### src/sv/fcru_pkg.sv
// fcru_pkg: types and fixed codes of the floppy command register unit.
// No dependencies; used by fcru_exec and floppy_command_register_unit.
package fcru_pkg;

  // item function codes (value 3 is accepted and does nothing)
  localparam logic [1:0] FUNC_PORT_RD = 2'd0;
  localparam logic [1:0] FUNC_PORT_WR = 2'd1;
  localparam logic [1:0] FUNC_BLOCK   = 2'd2;

  // port offsets
  localparam logic [2:0] PORT_STATUS = 3'd0;
  localparam logic [2:0] PORT_RTYPE  = 3'd1;
  localparam logic [2:0] PORT_ADDR_L = 3'd1;
  localparam logic [2:0] PORT_ADDR_H = 3'd2;
  localparam logic [2:0] PORT_RBYTE  = 3'd3;
  localparam logic [2:0] PORT_RESET  = 3'd7;

  // diskette instruction opcodes
  localparam logic [2:0] OP_NOP    = 3'd0;
  localparam logic [2:0] OP_SEEK   = 3'd1;
  localparam logic [2:0] OP_FORMAT = 3'd2;
  localparam logic [2:0] OP_RECAL  = 3'd3;
  localparam logic [2:0] OP_READ   = 3'd4;
  localparam logic [2:0] OP_VERIFY = 3'd5;
  localparam logic [2:0] OP_WRITE  = 3'd6;

  // result byte codes
  localparam logic [7:0] ERR_NONE      = 8'h00;
  localparam logic [7:0] ERR_NOT_READY = 8'h80;
  localparam logic [7:0] ERR_ADDRESS   = 8'h08;
  localparam logic [7:0] ERR_WPROT     = 8'h20;

  localparam logic [7:0] STATUS_PRESENT = 8'h08;

  // transfer kinds
  localparam logic [1:0] XFER_TO_MEM  = 2'd0;
  localparam logic [1:0] XFER_TO_DISK = 2'd1;
  localparam logic [1:0] XFER_FILL    = 2'd2;

  // configuration register indexes
  localparam logic [0:0] CFG_DRIVE_READY   = 1'd0;
  localparam logic [0:0] CFG_WRITE_PROTECT = 1'd1;

  // drive select is one bit wide, so two slots of drive state
  localparam int DRIVE_SLOTS = 2;

  typedef struct packed {
    logic [1:0]  func;
    logic [2:0]  port;
    logic [7:0]  wdata;
    logic [7:0]  instr;
    logic [7:0]  rec_count;
    logic [7:0]  track;
    logic [7:0]  sector_raw;
    logic [15:0] buf_addr;
  } item_t;

  typedef struct packed {
    logic [15:0] block_address;
    logic        int_flag;
    logic        int_status;
    logic [7:0]  error_byte;
    logic [DRIVE_SLOTS-1:0][4:0] drive_sector;
    logic [DRIVE_SLOTS-1:0][7:0] drive_cylinder;
  } state_t;

  typedef struct packed {
    logic [7:0]  read_data;
    logic        fetch_req;
    logic [15:0] block_addr;
    logic        xfer_valid;
    logic [1:0]  xfer_kind;
    logic        xfer_drive;
    logic [17:0] disk_offset;
    logic [15:0] mem_addr;
    logic [11:0] xfer_len;
    logic        irq;
  } result_t;

endpackage

### src/sv/fcru_exec.sv
// fcru_exec: one-pass evaluation of a port access or parameter block.
// Depends on fcru_pkg; gives next register state and the result item.
module fcru_exec #(
  parameter int SECTORS_PER_TRACK = 26,
  parameter int LAST_TRACK        = 76,
  parameter int SECTOR_BYTES      = 128,
  parameter int DRIVES            = 2
) (
  input  fcru_pkg::item_t   item_i,
  input  fcru_pkg::state_t  st_i,
  input  logic [1:0]        drive_ready_i,
  input  logic [1:0]        write_protect_i,
  output fcru_pkg::state_t  st_o,
  output fcru_pkg::result_t res_o
);

  localparam logic [4:0]  SPT_W      = 5'(SECTORS_PER_TRACK);
  localparam logic [8:0]  SPT_P1_W   = 9'(SECTORS_PER_TRACK + 1);
  localparam logic [7:0]  LAST_W     = 8'(LAST_TRACK);
  localparam logic [1:0]  DRIVES_W   = 2'(DRIVES);
  localparam logic [31:0] TRACK_B    = 32'(SECTORS_PER_TRACK * SECTOR_BYTES);
  localparam logic [31:0] SECT_B     = 32'(SECTOR_BYTES);
  localparam logic [11:0] FMT_LEN    = 12'(SECTORS_PER_TRACK * SECTOR_BYTES);

  logic [2:0]  op;
  logic        drv;
  logic [4:0]  sa;
  logic        ready_ok;
  logic        bounds_err;
  logic        wprot;
  logic [31:0] offset;
  logic [11:0] rec_len;

  assign op    = item_i.instr[2:0];
  assign drv   = item_i.instr[4];
  assign sa    = item_i.sector_raw[4:0];
  assign wprot = write_protect_i[drv];

  assign ready_ok = ({1'b0, drv} < DRIVES_W) && drive_ready_i[drv];
  assign bounds_err = (op != fcru_pkg::OP_RECAL) &&
                      ((sa > SPT_W) ||
                       ((9'(sa) + 9'(item_i.rec_count)) > SPT_P1_W) ||
                       (sa == 5'd0) || (item_i.track > LAST_W));

  // track and sector terms are scaled separately, then summed
  assign offset = 32'(item_i.track) * TRACK_B + (32'(sa) - 32'd1) * SECT_B;
  assign rec_len = 12'(32'(item_i.rec_count) * SECT_B);

  always_comb begin
    st_o  = st_i;
    res_o = '0;

    case (item_i.func)
      fcru_pkg::FUNC_PORT_RD: begin
        if (item_i.port == fcru_pkg::PORT_STATUS) begin
          res_o.read_data = fcru_pkg::STATUS_PRESENT |
                            {5'd0, st_i.int_status, drive_ready_i};
        end else if (item_i.port == fcru_pkg::PORT_RTYPE) begin
          st_o.int_flag   = 1'b0;
          st_o.int_status = 1'b0;
        end else if (item_i.port == fcru_pkg::PORT_RBYTE) begin
          res_o.read_data = st_i.error_byte;
        end
      end
      fcru_pkg::FUNC_PORT_WR: begin
        if (item_i.port == fcru_pkg::PORT_ADDR_L) begin
          st_o.block_address = {8'd0, item_i.wdata};
        end else if (item_i.port == fcru_pkg::PORT_ADDR_H) begin
          st_o.block_address = st_i.block_address | {item_i.wdata, 8'd0};
          res_o.fetch_req    = 1'b1;
          res_o.block_addr   = st_i.block_address | {item_i.wdata, 8'd0};
        end else if (item_i.port == fcru_pkg::PORT_RESET) begin
          st_o.error_byte = fcru_pkg::ERR_NONE;
          st_o.int_status = 1'b0;
        end
      end
      fcru_pkg::FUNC_BLOCK: begin
        res_o.xfer_drive  = drv;
        res_o.disk_offset = offset[17:0];
        res_o.mem_addr    = item_i.buf_addr;
        if (!ready_ok) begin
          st_o.error_byte = fcru_pkg::ERR_NOT_READY;
          st_o.int_flag   = 1'b1;
        end else if (bounds_err) begin
          st_o.error_byte = fcru_pkg::ERR_ADDRESS;
          st_o.int_flag   = 1'b1;
        end else begin
          case (op)
            fcru_pkg::OP_NOP, fcru_pkg::OP_VERIFY: begin
              st_o.error_byte = fcru_pkg::ERR_NONE;
              st_o.int_flag   = 1'b1;
            end
            fcru_pkg::OP_SEEK: begin
              st_o.drive_sector[drv]   = sa;
              st_o.drive_cylinder[drv] = item_i.track;
              st_o.error_byte          = fcru_pkg::ERR_NONE;
              st_o.int_flag            = 1'b1;
            end
            fcru_pkg::OP_RECAL: begin
              st_o.drive_sector[drv]   = sa;
              st_o.drive_cylinder[drv] = 8'd0;
              st_o.error_byte          = fcru_pkg::ERR_NONE;
              st_o.int_flag            = 1'b1;
            end
            fcru_pkg::OP_FORMAT: begin
              st_o.int_flag = 1'b1;
              if (wprot) begin
                st_o.error_byte = fcru_pkg::ERR_WPROT;
              end else begin
                st_o.error_byte  = fcru_pkg::ERR_NONE;
                res_o.xfer_valid = 1'b1;
                res_o.xfer_kind  = fcru_pkg::XFER_FILL;
                res_o.xfer_len   = FMT_LEN;
              end
            end
            fcru_pkg::OP_READ: begin
              st_o.error_byte = fcru_pkg::ERR_NONE;
              st_o.int_flag   = 1'b1;
              if (item_i.rec_count != 8'd0) begin
                res_o.xfer_valid = 1'b1;
                res_o.xfer_kind  = fcru_pkg::XFER_TO_MEM;
                res_o.xfer_len   = rec_len;
              end
            end
            fcru_pkg::OP_WRITE: begin
              st_o.int_flag = 1'b1;
              if (wprot) begin
                st_o.error_byte = fcru_pkg::ERR_WPROT;
              end else begin
                st_o.error_byte = fcru_pkg::ERR_NONE;
                if (item_i.rec_count != 8'd0) begin
                  res_o.xfer_valid = 1'b1;
                  res_o.xfer_kind  = fcru_pkg::XFER_TO_DISK;
                  res_o.xfer_len   = rec_len;
                end
              end
            end
            default: begin
              // opcode seven: checks only, state left alone
            end
          endcase
        end
        if (st_o.int_flag) begin
          st_o.int_status = 1'b1;
        end
        // descriptor fields read as zero without a transfer
        if (!res_o.xfer_valid) begin
          res_o.xfer_drive  = 1'b0;
          res_o.disk_offset = 18'd0;
          res_o.mem_addr    = 16'd0;
        end
      end
      default: begin
      end
    endcase

    res_o.irq = st_o.int_flag;
  end

endmodule

### src/sv/floppy_command_register_unit.sv
// floppy_command_register_unit: top level, input and result registers,
// controller state and configuration. Depends on fcru_pkg and fcru_exec.
//
//  channel | ports                              | dir | transfer when
//  --------+------------------------------------+-----+----------------------
//  input   | in_valid/in_ready, in_<field>      | in  | in_valid & in_ready
//  result  | out_valid/out_ready, out_<field>   | out | out_valid & out_ready
//  config  | cfg_valid/cfg_ready, cfg_index/data| in  | cfg_valid & cfg_ready
//
// An item waits in the input register while the evaluation logic feeds the
// result register, and its result is valid once it enters that register. One
// item per cycle is sustained while out_ready is high; state updates as the
// item enters the result register. A stalled result holds the input register,
// and in_ready drops only when both registers are full. Reset (rst_n low,
// synchronous) clears controller state, configuration and both valid flags.
module floppy_command_register_unit #(
  parameter int SECTORS_PER_TRACK = 26,
  parameter int LAST_TRACK        = 76,
  parameter int SECTOR_BYTES      = 128,
  parameter int DRIVES            = 2
) (
  input  logic        clk,
  input  logic        rst_n,

  input  logic        in_valid,
  output logic        in_ready,
  input  logic [1:0]  in_func,
  input  logic [2:0]  in_port,
  input  logic [7:0]  in_wdata,
  input  logic [7:0]  in_instr,
  input  logic [7:0]  in_rec_count,
  input  logic [7:0]  in_track,
  input  logic [7:0]  in_sector_raw,
  input  logic [15:0] in_buf_addr,

  output logic        out_valid,
  input  logic        out_ready,
  output logic [7:0]  out_read_data,
  output logic        out_fetch_req,
  output logic [15:0] out_block_addr,
  output logic        out_xfer_valid,
  output logic [1:0]  out_xfer_kind,
  output logic        out_xfer_drive,
  output logic [17:0] out_disk_offset,
  output logic [15:0] out_mem_addr,
  output logic [11:0] out_xfer_len,
  output logic        out_irq,

  input  logic        cfg_valid,
  output logic        cfg_ready,
  input  logic [0:0]  cfg_index,
  input  logic [1:0]  cfg_data
);

  fcru_pkg::item_t   item_r;
  fcru_pkg::state_t  st_r;
  fcru_pkg::state_t  st_nxt;
  fcru_pkg::result_t res_r;
  fcru_pkg::result_t res_nxt;

  logic       s1_valid_r;
  logic       s1_valid_nxt;
  logic       out_valid_r;
  logic       out_valid_nxt;
  logic [1:0] drive_ready_r;
  logic [1:0] write_protect_r;
  logic       in_xfer;
  logic       out_free;
  logic       s1_move;

  assign out_free  = !out_valid_r || out_ready;
  assign s1_move   = s1_valid_r && out_free;
  assign in_ready  = !s1_valid_r || out_free;
  assign in_xfer   = in_valid && in_ready;
  assign cfg_ready = 1'b1;

  always_comb begin
    s1_valid_nxt = s1_valid_r;
    if (in_xfer) begin
      s1_valid_nxt = 1'b1;
    end else if (s1_move) begin
      s1_valid_nxt = 1'b0;
    end
    out_valid_nxt = out_valid_r;
    if (s1_move) begin
      out_valid_nxt = 1'b1;
    end else if (out_ready) begin
      out_valid_nxt = 1'b0;
    end
  end

  fcru_exec #(
    .SECTORS_PER_TRACK (SECTORS_PER_TRACK),
    .LAST_TRACK        (LAST_TRACK),
    .SECTOR_BYTES      (SECTOR_BYTES),
    .DRIVES            (DRIVES)
  ) u_exec (
    .item_i          (item_r),
    .st_i            (st_r),
    .drive_ready_i   (drive_ready_r),
    .write_protect_i (write_protect_r),
    .st_o            (st_nxt),
    .res_o           (res_nxt)
  );

  always_ff @(posedge clk) begin
    if (!rst_n) begin
      s1_valid_r      <= 1'b0;
      out_valid_r     <= 1'b0;
      st_r            <= '0;
      drive_ready_r   <= 2'd0;
      write_protect_r <= 2'd0;
    end else begin
      s1_valid_r  <= s1_valid_nxt;
      out_valid_r <= out_valid_nxt;
      if (s1_move) begin
        st_r <= st_nxt;
      end
      if (cfg_valid) begin
        case (cfg_index)
          fcru_pkg::CFG_DRIVE_READY:   drive_ready_r   <= cfg_data;
          fcru_pkg::CFG_WRITE_PROTECT: write_protect_r <= cfg_data;
          default: begin
          end
        endcase
      end
    end
  end

  // payload registers
  always_ff @(posedge clk) begin
    if (in_xfer) begin
      item_r.func       <= in_func;
      item_r.port       <= in_port;
      item_r.wdata      <= in_wdata;
      item_r.instr      <= in_instr;
      item_r.rec_count  <= in_rec_count;
      item_r.track      <= in_track;
      item_r.sector_raw <= in_sector_raw;
      item_r.buf_addr   <= in_buf_addr;
    end
    if (s1_move) begin
      res_r <= res_nxt;
    end
  end

  assign out_valid       = out_valid_r;
  assign out_read_data   = res_r.read_data;
  assign out_fetch_req   = res_r.fetch_req;
  assign out_block_addr  = res_r.block_addr;
  assign out_xfer_valid  = res_r.xfer_valid;
  assign out_xfer_kind   = res_r.xfer_kind;
  assign out_xfer_drive  = res_r.xfer_drive;
  assign out_disk_offset = res_r.disk_offset;
  assign out_mem_addr    = res_r.mem_addr;
  assign out_xfer_len    = res_r.xfer_len;
  assign out_irq         = res_r.irq;

  // a waiting result always reflects the latest interrupt flag
  a_irq_tracks_state: assert property (@(posedge clk) disable iff (!rst_n)
    out_valid_r |-> (out_irq == st_r.int_flag))
    else $error("result irq differs from interrupt flag");

  a_status_needs_flag: assert property (@(posedge clk) disable iff (!rst_n)
    st_r.int_status |-> st_r.int_flag)
    else $error("interrupt status set without interrupt flag");

  a_held_item_kept: assert property (@(posedge clk) disable iff (!rst_n)
    (s1_valid_r && !out_free) |=> (s1_valid_r && $stable(item_r)))
    else $error("held item lost while result stalled");

  a_xfer_exclusive: assert property (@(posedge clk) disable iff (!rst_n)
    (out_valid_r && out_xfer_valid) |-> (!out_fetch_req && out_read_data == 8'd0))
    else $error("descriptor mixed with port access result");

endmodule

### config.mk
export PLATFORM = sky130hd
export DESIGN_NAME = floppy_command_register_unit
export DESIGN_NICKNAME = d
export VERILOG_FILES = /design/src/sv/fcru_pkg.sv /design/src/sv/fcru_exec.sv /design/src/sv/floppy_command_register_unit.sv
export SDC_FILE = /design/constraint.sdc
export NUM_CORES = 1
export LEC_CHECK = 0
export BUFFER_PORTS_ARGS = -buffer_cell sky130_fd_sc_hd__buf_2
export CORE_MARGIN = 2
export CORE_UTILIZATION = 30
export CTS_BUF_LIST = sky130_fd_sc_hd__clkbuf_4 sky130_fd_sc_hd__clkbuf_8
export DETAILED_ROUTE_END_ITERATION = 10
export GPL_ROUTABILITY_DRIVEN = 0
export HOLD_SLACK_MARGIN = 0.05
export PLACE_DENSITY_LB_ADDON = 0.15
export SLEW_MARGIN = 5
export SYNTH_ARGS = -nofsm -noshare
export SYNTH_HDL_FRONTEND = slang
export SYNTH_SLANG_ARGS = --single-unit
### constraint.sdc
create_clock -name clk -period 5.9 [get_ports clk]
set_input_delay 0.59 -clock clk [delete_from_list [all_inputs] [get_ports clk]]
set_output_delay 0.59 -clock clk [all_outputs]
set_load 0.01 [all_outputs]
==> results.py <==
metrics = {
    "status": {
        "run_status": "finished, final reports clean",
    },
    "critical_path": {
        "setup.worst_path.class": "flip-flop to flip-flop",
        "cp-start-kind": "flip-flop",
        "critPathMostFrequentCell": "ha_1",
        "cp-end-kind": "flip-flop",
        "crit_slowest_cell": "fa_1",
        "cp_cell_sequence": "ha_1, inv_1, fa_1, inv_1, ha_1, a21o_1, a21oi_1, o21bai_1, a21oi_1, xnor2_1, ha_1, a21o_1, a41oi_1, o21ai_0, nor3b_1",
        "r2r_slack_ns": 2.15,
        "max_stage_delay_ns": 0.55,
        "crit_required_ns": 6.07,
        "worst_ep_arrival_time_ns": 3.92,
        "critical_path.max_fanout": 5,
    },
    "clocking": {
        "ctsResizeCount": 0,
        "clock_latency_ns": 0.44,
        "numCtsBuffers": 17,
        "path_clk_slew_ns": 0.08,
        "clkSinkCount": 141,
        "cts_root_buf": "clkbuf_8",
        "cts.hold.buffers_added": 0,
        "htree_levels": 4,
        "cts_max_path_buffers": 2,
        "cts_tree": "done",
        "cts_post_setup_buffers_inserted": 0,
    },
    "sta": {
        "hold_viol_final": 0,
        "rsz0062_at_grt": "no",
        "fin_crit_sh": 0.636,
        "drv_slew": 0,
        "fmax_ghz": 0.267,
        "tightest_slew_ns": 1.13,
        "fin_crit_ns": 3.75,
        "slew_headroom": 0.244,
        "setup_tns_ns": 0,
        "setup_viol": 0,
        "finalClockSkew_ns": 0.0150,
        "hold_ws_ns": 0.319,
    },
    "synth": {
        "synth.top_cell.area_share": 0.529,
        "ys_seq_area_frac": 0.613,
        "synth_area_leaders": "edfxtp_1 53%, dfxtp_1 8.4%, ha_1 7.5%",
        "post-synth-top-count-cell": "edfxtp_1",
        "syn_area_um2": 6470,
        "syn_inst": 497,
        "async_flop_share": 0,
        "synth_ff_type": "edfxtp_1",
        "synth_common_cells": "114 x edfxtp_1, 39 x ha_1, 38 x nor2_1, 36 x inv_1, 33 x and2_1",
        "syn_avg_cell_area_um2": 13.0,
        "yosysTopAreaCell": "edfxtp_1",
        "synth_cell_types": 55,
        "synth_edf_count": 114,
        "synth_seq_cells": 141,
        "synth_warnings": 0,
    },
    "drt": {
        "drt-total-wl_um": 13300,
        "ant_nets": 0,
        "drcViolationCount": 0,
        "route.vias.total": 4011,
        "vias_per_cell": 4.38,
        "drt_iter0_markers": 159,
        "first_pass_iters": 4,
        "routedWlPerCell_um": 14.6,
    },
    "final_layout": {
        "syn2layout_area_growth_pct": 19.5,
        "n_fill_cell": 2091,
        "drive_gt1_frac": 0.264,
        "final_cells": 916,
        "final_nets": 743,
        "antennaDiodeCount": 0,
    },
    "placement": {
        "dpl.hpwl_um": 9550,
        "io_buffers": 123,
        "place.detailed.instances": 884,
    },
    "floorplan": {
        "die_w_um": 151,
        "ioPinCount": 148,
        "die_area_um2": 22800,
        "initial_utilization": 0.307,
        "fp-row-count": 53,
        "core_area_um2": 21100,
        "die_h_um": 151,
    },
    "grt": {
        "grt_pass1_wl_um": 20800,
        "antenna_found_initial": 0,
        "overflow": 0,
        "grtUsageTotal": 0.122,
        "grt_pass1_vias": 4048,
        "grt_start_max_net_pins": 63,
    },
    "power_and_ir_drop": {
        "leakagePower_nw": 3.25,
        "power_mw": 2.24,
        "powerDensity_nw_per_um2": 289,
        "ir_drop_v": 0.000108,
    },
    "flow_run": {
        "max_cap_violations": 0,
    },
    "min_path": {
        "holdCritPathClass": "primary input to flip-flop",
    },
}
-- flip-flops by register name, indices dropped and copies added (netlist names), 2 cells and up --
name / flops
item_r: 54
st_r: 21
out_block_addr: 16
out_mem_addr: 16
out_disk_offset: 11
out_read_data: 6
out_xfer_len: 5
drive_ready_r: 2
out_xfer_kind: 2
write_protect_r: 2
-- logic make-up (layout without fill, tap and decap cells) --
family / count (synthesis) / count (layout) / synth area share
xor gates and xnor gates: 17 / 17 / 0.0230
and+or+nand+nor: 136 / 136 / 0.112
buffers and inverters: 66 / 195 / 0.0518
adders and majority gates: 46 / 46 / 0.0971
DFF: 141 / 141 / 0.613
other: 2 / 17 / 0.00116
muxes: 12 / 12 / 0.0188
AOI/OAI and AO/OA: 77 / 77 / 0.0837
-- where the power goes --
part           total [mW]  internal, mW  switching [mW]
registers            1.14          1.12          0.0247
logic               0.295         0.127           0.168
clock network       0.800         0.449           0.351
-- routing by layer --
metal / global-route usage / part of all wire / vias to the layer above
li1: - / - / 2006
met1: 0.152 / 0.45 / 1872
met2: 0.199 / 0.48 / 118
met3: 0.0364 / 0.053 / 15
met4: 0.0458 / 0.017 / 0
met5: 0 / 0 / -
-- cells in the final DEF, fill, tap and decap left out, drive strengths merged, types with 11 or more instances in the layout --
master / netlist / layout
a21oi: 23 / 23
and2: 33 / 33
buf: 21 / 126
clkbuf: 8 / 24
conb: 2 / 17
dfxtp: 27 / 27
edfxtp: 114 / 114
ha: 39 / 39
inv: 36 / 38
mux2i: 11 / 11
nand2: 16 / 16
nor2: 38 / 38
nor3: 11 / 11
o21a: 11 / 11
o21ai: 11 / 11
-- final timing paths --
path,start,to,cells past startpoint
worst max-delay path,item_r[25],out_disk_offset[17],15
worst min register to register,write_protect_r[1],write_protect_r[1],2
worst max register to register,item_r[25],out_disk_offset[17],15
worst min-delay path,in_port[0],item_r[56],1
-- worst max-delay path, delay by kind of cell, from the launching register on --
family / cells / cell delay [ns]
fa+ha+maj: 4 / 1.45
compound gates: 7 / 1.16
flops: 1 / 0.49
simple gates: 1 / 0.15
xor+xnor: 1 / 0.14
buf+inv: 2 / 0.11
-- layout make-up --
type | instances | area, um2 | share of cell area
Clock buffer | 24 | 287 | 0.0371
Tap cell | 275 | 344 | 0.0445
Sequential cell | 141 | 3960 | 0.513
Clock inverter | 8 | 118 | 0.0152
Multi-Input combinational cell | 305 | 2240 | 0.289
Inverter | 37 | 144 | 0.0186
Timing Repair Buffer | 126 | 638 | 0.0825
-- stage by stage --
stage               setup slack (ns)  cell area (um2)   util
floorplan                       1.39             6530      -
global placement                2.15             7330  0.347
detailed placement              2.14             7330  0.347
CTS                             2.12             7730  0.367
global route                    1.87             7730  0.367
finish                          2.15             7730  0.367
No activity file was read; power rests on OpenSTA's default activity.
